### config.mk
export PLATFORM = sky130hd
export DESIGN_NAME = lrut_queue
export DESIGN_NICKNAME = d
export VERILOG_FILES = /design/src/hdl/lrut_pkg.sv /design/src/hdl/lrut_queue.sv
export SDC_FILE = /design/constraint.sdc
export NUM_CORES = 1
export LEC_CHECK = 0
export ABC_CLOCK_PERIOD_IN_PS = 21800
export BUFFER_PORTS_ARGS = -buffer_cell sky130_fd_sc_hd__buf_2
export CORE_MARGIN = 1.5
export CORE_UTILIZATION = 50
export DETAILED_ROUTE_END_ITERATION = 10
export GPL_TIMING_DRIVEN = 0
export PLACE_DENSITY = 0.76
export SLEW_MARGIN = 25
export SYNTH_ARGS = -nofsm -noshare
export SYNTH_HDL_FRONTEND = slang
export SYNTH_SLANG_ARGS = --single-unit
### constraint.sdc
create_clock -name clk -period 21.8 [get_ports clk]
set_input_delay 5.45 -clock clk [delete_from_list [all_inputs] [get_ports clk]]
set_output_delay 5.45 -clock clk [all_outputs]
set_load 0.005 [all_outputs]
### src/hdl/lrut_pkg.sv
// shared types and constants of the recency-ordered keyed table
`timescale 1ns / 1ps
package lrut_pkg;

  localparam logic [2:0] OP_LOOKUP = 3'd0;
  localparam logic [2:0] OP_ADD    = 3'd1;
  localparam logic [2:0] OP_ERASE  = 3'd2;
  localparam logic [2:0] OP_RENAME = 3'd3;
  localparam logic [2:0] OP_CLEAR  = 3'd4;

  localparam logic [2:0] ST_INSERTED  = 3'd0;
  localparam logic [2:0] ST_DONE      = 3'd1;
  localparam logic [2:0] ST_NOT_FOUND = 3'd2;
  localparam logic [2:0] ST_NO_ROOM   = 3'd3;
  localparam logic [2:0] ST_EXISTS    = 3'd4;

  localparam logic       REG_CAPACITY = 1'b0;
  localparam logic [8:0] CAPACITY_RESET = 9'd256;

  typedef enum logic [2:0] {
    K_LOOKUP, K_ADD, K_ERASE, K_RENAME, K_RENAME_SAME, K_CLEAR, K_BAD
  } kind_t;

  typedef struct packed {
    kind_t       kind;
    logic [63:0] key;
    logic [63:0] new_key;
    logic [63:0] data;
    logic        open;
  } cmd_t;

  typedef enum logic [2:0] {
    B_IDLE, B_FIND, B_DECIDE, B_UPDATE, B_RESULT
  } back_state_t;

  typedef enum logic [1:0] {
    UPD_PROMOTE, UPD_REMOVE, UPD_INSERT
  } upd_mode_t;

endpackage

### src/hdl/lrut_queue.sv
// two-entry command queue between front and back
`timescale 1ns / 1ps
module lrut_queue import lrut_pkg::*; (
  input  logic clk,
  input  logic rst,
  input  logic push,
  input  cmd_t push_data,
  output logic full,
  input  logic pop,
  output logic pop_valid,
  output cmd_t pop_data
);

  cmd_t       slots [2];
  logic       wp;
  logic       rp;
  logic [1:0] cnt;

  assign full      = (cnt == 2'd2);
  assign pop_valid = (cnt != 2'd0);
  assign pop_data  = slots[rp];

  always_ff @(posedge clk) begin
    if (rst) begin
      wp  <= 1'b0;
      rp  <= 1'b0;
      cnt <= 2'd0;
    end else begin
      if (push) begin
        wp <= ~wp;
      end
      if (pop) begin
        rp <= ~rp;
      end
      cnt <= cnt + 2'(push) - 2'(pop);
    end
    if (push) begin
      slots[wp] <= push_data;
    end
  end

endmodule

==> impl_metrics.json <==
{
  "critPathMostFrequentCell": "buf_6",
  "via_per_inst": 4.908,
  "fmax_mhz": 136.3,
  "outcome": "completed",
  "io_buffers": 397,
  "drc": 0,
  "clk_path_buf_depth": 3,
  "setup_viol": 0,
  "grt_pass1_wl_mm": 42.82,
  "rows": 63,
  "netlist_top_cells_count": "edfxtp_1, mux2_4, mux2_2",
  "pin_count": 398,
  "hpwl_mm": 20.61,
  "cpPeakStageDelay_ns": 0.32,
  "dr_wl_met2_mm": 15.41,
  "crit_type": "reg -> out",
  "slowest_stage": "dfxtp_1",
  "cp.required_ns": 16.35,
  "leakagePower_nw": 7.521,
  "insertion_delay_ns": 0.51,
  "post_cts_buffers": 0,
  "clockRootBuffer": "clkbuf_16",
  "cts_resized": 0,
  "final_net_count": 1287,
  "critPathTopFamily": "buffers and inverters",
  "finalNonFillerCells": 1510,
  "ys.flop_type": "edfxtp_1",
  "route.vias.total": 7411,
  "rsz0062_at_grt": "false",
  "overflow": 0,
  "synth_top_area_share_pct": 78.79,
  "async_flop_share_pct": 0,
  "ys_seq_elements": 397,
  "core_um2": 29560,
  "track_usage_pct": 18.35,
  "end_kind": "primary output",
  "synthCells": 631,
  "maxCapViolCount": 0,
  "synth_area_um2": 14940,
  "grt_max_degree": 46,
  "areaGrowthSynthToFinish_pct": 27.66,
  "antenna_found_initial": 8,
  "setup_tns_ns": 0,
  "highest_layer": "met5",
  "dp.cells": 1432,
  "maxSlewHeadroom_pct": 52.63,
  "grt_pass1_vias": 7760,
  "clk_pin_slew_ns": 0.06,
  "crit_path_start_kind": "register",
  "yosysUniqueCellTypes": 14,
  "yosysWarnings": 0,
  "synth_nets": 833,
  "drt-met1-wl_mm": 10.59,
  "yosysMostFrequentCell": "edfxtp_1",
  "hp-start": "rp",
  "die-width_um": 175.9,
  "dieHeight_um": 175.9,
  "cp_max_fo": 10,
  "r2r_start": "wp",
  "clock_skew_ns": 0.009471,
  "htree_levels": 2,
  "final_layout_size_suffix_gt1_share_pct": 62.08,
  "p_per_area_nw_per_um2": 92.91,
  "fin_crit_sh_pct": 33.66,
  "path_cells": "buf_6 -> buf_6 -> buf_6 -> mux2_4 -> buf_2",
  "cp_data_arrival_time_ns": 1.89,
  "cts_tree": "yes",
  "min_path_type": "reg -> reg",
  "period_minus_slack_ns": 7.337,
  "cp.buffers_inverters": 4,
  "drtIter0Drc": 434,
  "tightest_slew_ns": 0.7091,
  "gp_congestion": 0.7477,
  "postCtsHoldBufs": 0,
  "synth_edf_count": 392,
  "first_pass_iters": 5,
  "die_area_um2": 30930,
  "initial_core_util_pct": 50.54,
  "vdd_drop_max_uv": 91.78,
  "clkSinkCount": 397,
  "seq_area_frac_synth_pct": 79.46,
  "ant_nets": 0,
  "synth.largest_area_cell": "edfxtp_1",
  "synth_top_cells_by_area": "edfxtp_1, mux2_4, mux2_2",
  "drt_wl_total_mm": 29.09,
  "post_drt_wl_per_cell_um": 19.26,
  "hold_violations": 0,
  "wl_met3_mm": 2.187,
  "syn_area_per_cell_um2": 23.68,
  "final_max_slew_viol_count": 0,
  "cts_inserted_buffers": 41
}
[layout by cell type, fill, tap and decap left out]
cell,n
and2_4,1
buf_12,4
buf_16,10
buf_2,402
buf_6,17
bufinv_16,4
clkbuf_1,4
clkbuf_16,41
clkinv_1,8
clkinv_2,10
clkinv_4,1
clkinvlp_4,2
dfxtp_1,5
diode_2,7
edfxtp_1,392
ha_1,2
inv_1,2
inv_6,1
mux2_2,56
mux2_4,140
nor2_1,4
nor2b_1,2
nor2b_4,1
or2_2,1
xnor2_1,2
xnor3_1,1
[final cells by class]
type / count / area, um^2
flip-flops and latches: 397 / 11870
clock buffers: 45 / 1041
inverters: 2 / 7.507
plain buffers: 22 / 216.5
repair buffers: 411 / 2342
clock inverters: 26 / 232.7
multi-input cells: 210 / 2854
diodes: 7 / 17.52
fillers: 2072 / 10490
well taps: 390 / 488.0
[power breakdown]
part	internal, W	total (W)	leakage [nW]	switching, W
clock	0.000391	0.000661	0.627	0.000270
sequential	0.000891	0.000903	3.72	0.0000112
combinational	0.000115	0.000208	3.17	0.0000927
[tightest hold or removal path, delay by kind of cell (launching register included)]
family                    cells  cell delay, ns
and+or+nand+nor               1            0.08
xor gates and xnor gates      1            0.09
DFF                           1            0.33
[state kept, by name, summed over array words and instances, names as in the netlist, named ones only]
name	cells
cnt	2
slots	392
rp	1
wp	1
[final timing paths]
kind                        end  slack (ns)  depth (start not counted)
setup reg to reg   slots[0][75]       19.89                          4
hold / removal         register        0.53                          2
setup / recovery  pop_data[136]       14.46                          5
hold reg to reg        register        0.53                          2
[logic make-up after synthesis]
family	synth area share (%)
xor+xnor	0.2680
mux	18.29
flops	79.46
fa+ha+maj	0.1675
simple gates	0.3099
buf+inv	1.499
[per-layer routing]
metal / vias up / global-route usage [%]
li1: 3438 / -
met4: 2 / 7.585
met5: - / 0
met3: 60 / 5.303
met1: 3637 / 20.48
met2: 274 / 32.81
[stage by stage]
step                      hold WS, ns  instance area [um^2]  worst slack [ns]  power [W]  util, %
after floorplan                0.4799                 14940             7.118   0.001040        -
after global placement         0.4953                 17410             1.900   0.001130    58.91
after detailed placement       0.5160                 17780             14.59   0.001129    60.15
after CTS                      0.5356                 19050             14.40   0.001792    64.46
after global routing           0.5643                 19070             14.38   0.001834    64.50
final                          0.5347                 19070             14.46   0.001772    64.52
No activity file was read; power rests on OpenSTA's default activity.
