File: src/hdl/lrut_pkg.sv
// shared types and constants of the recency-ordered keyed table
`timescale 1ns / 1ps
package lrut_pkg;

  localparam logic [2:0] OP_LOOKUP = 3'd0;
  localparam logic [2:0] OP_ADD    = 3'd1;
  localparam logic [2:0] OP_ERASE  = 3'd2;
  localparam logic [2:0] OP_RENAME = 3'd3;
  localparam logic [2:0] OP_CLEAR  = 3'd4;

  localparam logic [2:0] ST_INSERTED  = 3'd0;
  localparam logic [2:0] ST_DONE      = 3'd1;
  localparam logic [2:0] ST_NOT_FOUND = 3'd2;
  localparam logic [2:0] ST_NO_ROOM   = 3'd3;
  localparam logic [2:0] ST_EXISTS    = 3'd4;

  localparam logic       REG_CAPACITY = 1'b0;
  localparam logic [8:0] CAPACITY_RESET = 9'd256;

  typedef enum logic [2:0] {
    K_LOOKUP, K_ADD, K_ERASE, K_RENAME, K_RENAME_SAME, K_CLEAR, K_BAD
  } kind_t;

  typedef struct packed {
    kind_t       kind;
    logic [63:0] key;
    logic [63:0] new_key;
    logic [63:0] data;
    logic        open;
  } cmd_t;

  typedef enum logic [2:0] {
    B_IDLE, B_FIND, B_DECIDE, B_UPDATE, B_RESULT
  } back_state_t;

  typedef enum logic [1:0] {
    UPD_PROMOTE, UPD_REMOVE, UPD_INSERT
  } upd_mode_t;

endpackage

File: src/hdl/lrut_front.sv
// front stage: accepts items, masks fields and classifies the operation
`timescale 1ns / 1ps
module lrut_front import lrut_pkg::*; #(
  parameter int KEY_BITS  = 64,
  parameter int DATA_BITS = 32
) (
  input  logic        clk,
  input  logic        rst,
  input  logic        in_valid,
  output logic        in_stall,
  input  logic [2:0]  operation,
  input  logic [63:0] key,
  input  logic [63:0] new_key,
  input  logic [31:0] entry_data,
  input  logic        entry_open,
  output logic        push,
  output cmd_t        push_data,
  input  logic        q_full
);

  logic        fv;
  cmd_t        fcmd;
  cmd_t        cls;
  logic [63:0] kmask;
  logic [63:0] dmask;
  logic        accept;

  always_comb begin
    for (int b = 0; b < 64; b++) begin
      kmask[b] = (b < KEY_BITS);
      dmask[b] = (b < DATA_BITS);
    end
    cls.key     = key & kmask;
    cls.new_key = new_key & kmask;
    cls.data    = {32'b0, entry_data} & dmask;
    cls.open    = entry_open;
    case (operation)
      OP_LOOKUP: cls.kind = K_LOOKUP;
      OP_ADD:    cls.kind = K_ADD;
      OP_ERASE:  cls.kind = K_ERASE;
      OP_RENAME: cls.kind = (cls.key == cls.new_key) ? K_RENAME_SAME : K_RENAME;
      OP_CLEAR:  cls.kind = K_CLEAR;
      default:   cls.kind = K_BAD;
    endcase
  end

  assign push      = fv && !q_full;
  assign push_data = fcmd;
  assign in_stall  = fv && q_full;
  assign accept    = in_valid && !in_stall;

  always_ff @(posedge clk) begin
    if (rst) begin
      fv <= 1'b0;
    end else if (accept) begin
      fv <= 1'b1;
    end else if (push) begin
      fv <= 1'b0;
    end
    if (accept) begin
      fcmd <= cls;
    end
  end

endmodule

File: config.mk
export PLATFORM = sky130hd
export DESIGN_NAME = lrut_front
export DESIGN_NICKNAME = d
export VERILOG_FILES = /design/src/hdl/lrut_pkg.sv /design/src/hdl/lrut_front.sv
export SDC_FILE = /design/constraint.sdc
export NUM_CORES = 1
export LEC_CHECK = 0
export ABC_AREA = 1
export BUFFER_PORTS_ARGS = -buffer_cell sky130_fd_sc_hd__buf_4
export CAP_MARGIN = 0
export CORE_AREA = 2 2 140 142
export DETAILED_ROUTE_END_ITERATION = 8
export DIE_AREA = 0 0 142 144
export PLACE_DENSITY = 0.65
export SLEW_MARGIN = 20
export SYNTH_ARGS = -nofsm -noshare
export SYNTH_HDL_FRONTEND = slang
export SYNTH_SLANG_ARGS = --single-unit
File: constraint.sdc
create_clock -name clk -period 28.2 [get_ports clk]
set_input_delay 4.23 -clock clk [delete_from_list [all_inputs] [get_ports clk]]
set_output_delay 4.23 -clock clk [all_outputs]
set_load 0.01 [all_outputs]
==> results.txt <==
Outcome: complete, no violations
Count of final setup violators: 0
CTS H-Tree Depth: 4
Hold Path Class: register to register
Placer Congestion: 0.749
Die ar.: 20400 um2
Avg Cell Area, Syn: 12.1 um2
Critical setup path kind: input pin to primary output
First-pass GRT wire length: 23.4 mm
Mapped cell area: 6540 um2
Synth Area in Adders: 0%
Complex-gate fraction of the synthesized area: 0.268%
RSZ-0062 raised after global routing: false
Count of cell types in the netlist: 12
Vias in the first global route: 4443
Crit path DAT: 4.64 ns
Yosys reg bits: 165
Fill cells: 1709
Cts hold-fix bufs: 0
Max Root-Sink Buffers: 2
Setup crit end kind: primary output
Port Buffers: 333
Dpl hpwl: 12.8 mm
GRT Residual Overflow: 0
Initial antenna violation count: 0
Max Cap Violations: 0
# nets final: 1061
Switching part of the total: 24.0%
Combinational Power Share: 12.4%
Drt initial violations: 161
Mapped Cells: 541
CTS tree: built
Die width: 142 um
Cells along the critical path: buf_4, nand2_1, inv_1, buf_4
Yosys top cell area share: 75.3%
Root Buffer: clkbuf_16
Fin Setup TNS: 0 ns
Period utilisation layout: 31.4%
Area leader, netlist: edfxtp_1
Post-CTS Resized: 0
Worst vdd ir: 38.7 uV
Sequential share of the synthesized area: 75.7%
Clk_skew: 0.0129 ns
CP most frequent cell: buf_4
Via density: 4.15
Synth area leaders: edfxtp_1 (75%), nand2_1 (8.6%), inv_1 (5.3%)
Period minus WS final: 8.87 ns
Synth async-reset ratio: 0%
Clock-pin transition on the worst setup and hold timing paths: 0.07 ns
Area grow syn2layout: 50.0%
Router iterations before antenna repair: 4
Slew @ Worst Pin: 0.886 ns
Power Density: 60.1 nW/um2
Crit-path max FO: 2
Most instantiated cells after synthesis: edfxtp_1 (164), nand2_1 (150), inv_1 (93)
Clk_lat worst skew: 0.42 ns
Simple-gate portion of the synthesized area: 13.7%
CP max stage cell: buf_4
Initial Util: 34.3%
Fin util: 51.4%
Switching pwr: 141 uW
Vias: 4745
Sequential share of power: 49.4%
Mux cell area share after synthesis: 0%
Core area: 19100 um2
Synth Area in XOR/XNOR: 1.34%
Count leader, synth: edfxtp_1
Top Family by Delay on Critical Path: buffers and inverters
Clock share of power: 38.3%
Tot GR Track Use: 15.4%
Fin. max-slew vios: 0
WP buf/inv: 3
Leak Pwr: 0.00470 uW
Detail Route Antenna Nets: 0
Worst path max stage delay: 0.15 ns
Required @ worst endpoint: 23.97 ns
DRC viols: 0
Total setup buffers inserted after CTS: 0
Clock tree sinks: 165
Core Rows: 51
Power Internal: 448 uW
N_diodes: 0
Largest net degree at the start of global routing: 165
Layout cells sized above 1: 40.3%
Fmax: 0.113 GHz
Final WL: 16.6 mm
CP Launch Type: input pin
Synth Flop Type: edfxtp_1
Final Hold Viols: 0
Largest family of logic cells by synthesized area: simple AND/OR/NAND/NOR gates
YS warnings: 0
Max-Slew Margin vs Limit: 41.0%
WL/cell: 14.5 um
Vert. Die Dim: 144 um
Total CTS buffers: 17
Ports: 366
Post-synth EDFFs: 164
==> worst register-to-register path, delay by kind of cell, from the launching register on <==
| kind | cells | cell delay (ns) |
|---|---|---|
| buffers and inverters | 2 | 0.70 |
| DFF | 1 | 0.32 |
| and+or+nand+nor | 2 | 0.18 |
==> power by group through the flow <==
stage          logic [uW]  clock network, uW  registers (uW)
4_1_cts              74.4                231             291
5_1_grt              80.5                242             292
2_1_floorplan        20.8                  0             307
3_5_place_dp         74.3                  0             296
3_3_place_gp         73.0                  0             296
6_report             73.1                226             291
==> per-stage QoR <==
stage                     worst slack, ns  power, uW  cells  cell area [um2]  hold WS, ns
after floorplan                     16.32        328    572             6650        0.448
after global placement              19.33        369   1112             9240        0.470
after detailed placement            19.34        371   1112             9240        0.483
after CTS                           19.33        597   1144             9810        0.492
after global routing                19.27        615   1144             9810        0.545
final                               19.33        590   1144             9810        0.488
==> path summary, 6_finish.rpt <==
path	startpoint	end	slack, ns	cells after the start
max	q_full	in_stall	19.33	4
min	fv	fv	0.49	2
max reg2reg	fv	push_data[81]	26.49	4
min reg2reg	fv	fv	0.49	2
==> flip-flops by register name, indices dropped and copies added, names as in the netlist <==
register,cells
push_data,164
fv,1
==> per-layer routing <==
| layer | share of wire (%) | up-vias | track usage, % |
|---|---|---|---|
| li1 | - | 2357 | - |
| met1 | 36 | 2132 | 16.0 |
| met2 | 52 | 234 | 27.7 |
| met3 | 11 | 22 | 7.32 |
| met4 | 1.8 | 0 | 4.53 |
| met5 | 0 | - | 0 |
==> cell families (layout without fill, tap and decap cells) <==
family / count (synthesis) / after routing
compound gates: 3 / 3
simple gates: 237 / 237
flops: 165 / 165
other cells: 1 / 32
xor+xnor: 10 / 10
buf+inv: 125 / 459
==> final cells by class <==
cell class | count | area [um2] | share of cell area (%)
Tap cell | 238 | 298 | 3.04
Multi-Input combinational cell | 282 | 1130 | 11.5
Timing Repair Buffer | 334 | 2520 | 25.7
Sequential cell | 165 | 4940 | 50.4
Inverter | 93 | 349 | 3.56
Clock buffer | 19 | 433 | 4.41
Clock inverter | 13 | 135 | 1.38
==> cell usage in the layout (no fill, tap or decap), drive strengths merged <==
cell	instances
buf	334
edfxtp	164
nand2	150
inv	100
nor2	86
conb	32
clkbuf	19
xor2	10
clkinvlp	4
o21bai	1
nand3b	1
o21ai	1
a21oi	1
clkinv	1
bufinv	1
dfxtp	1
(Power assumes the default switching activity.)
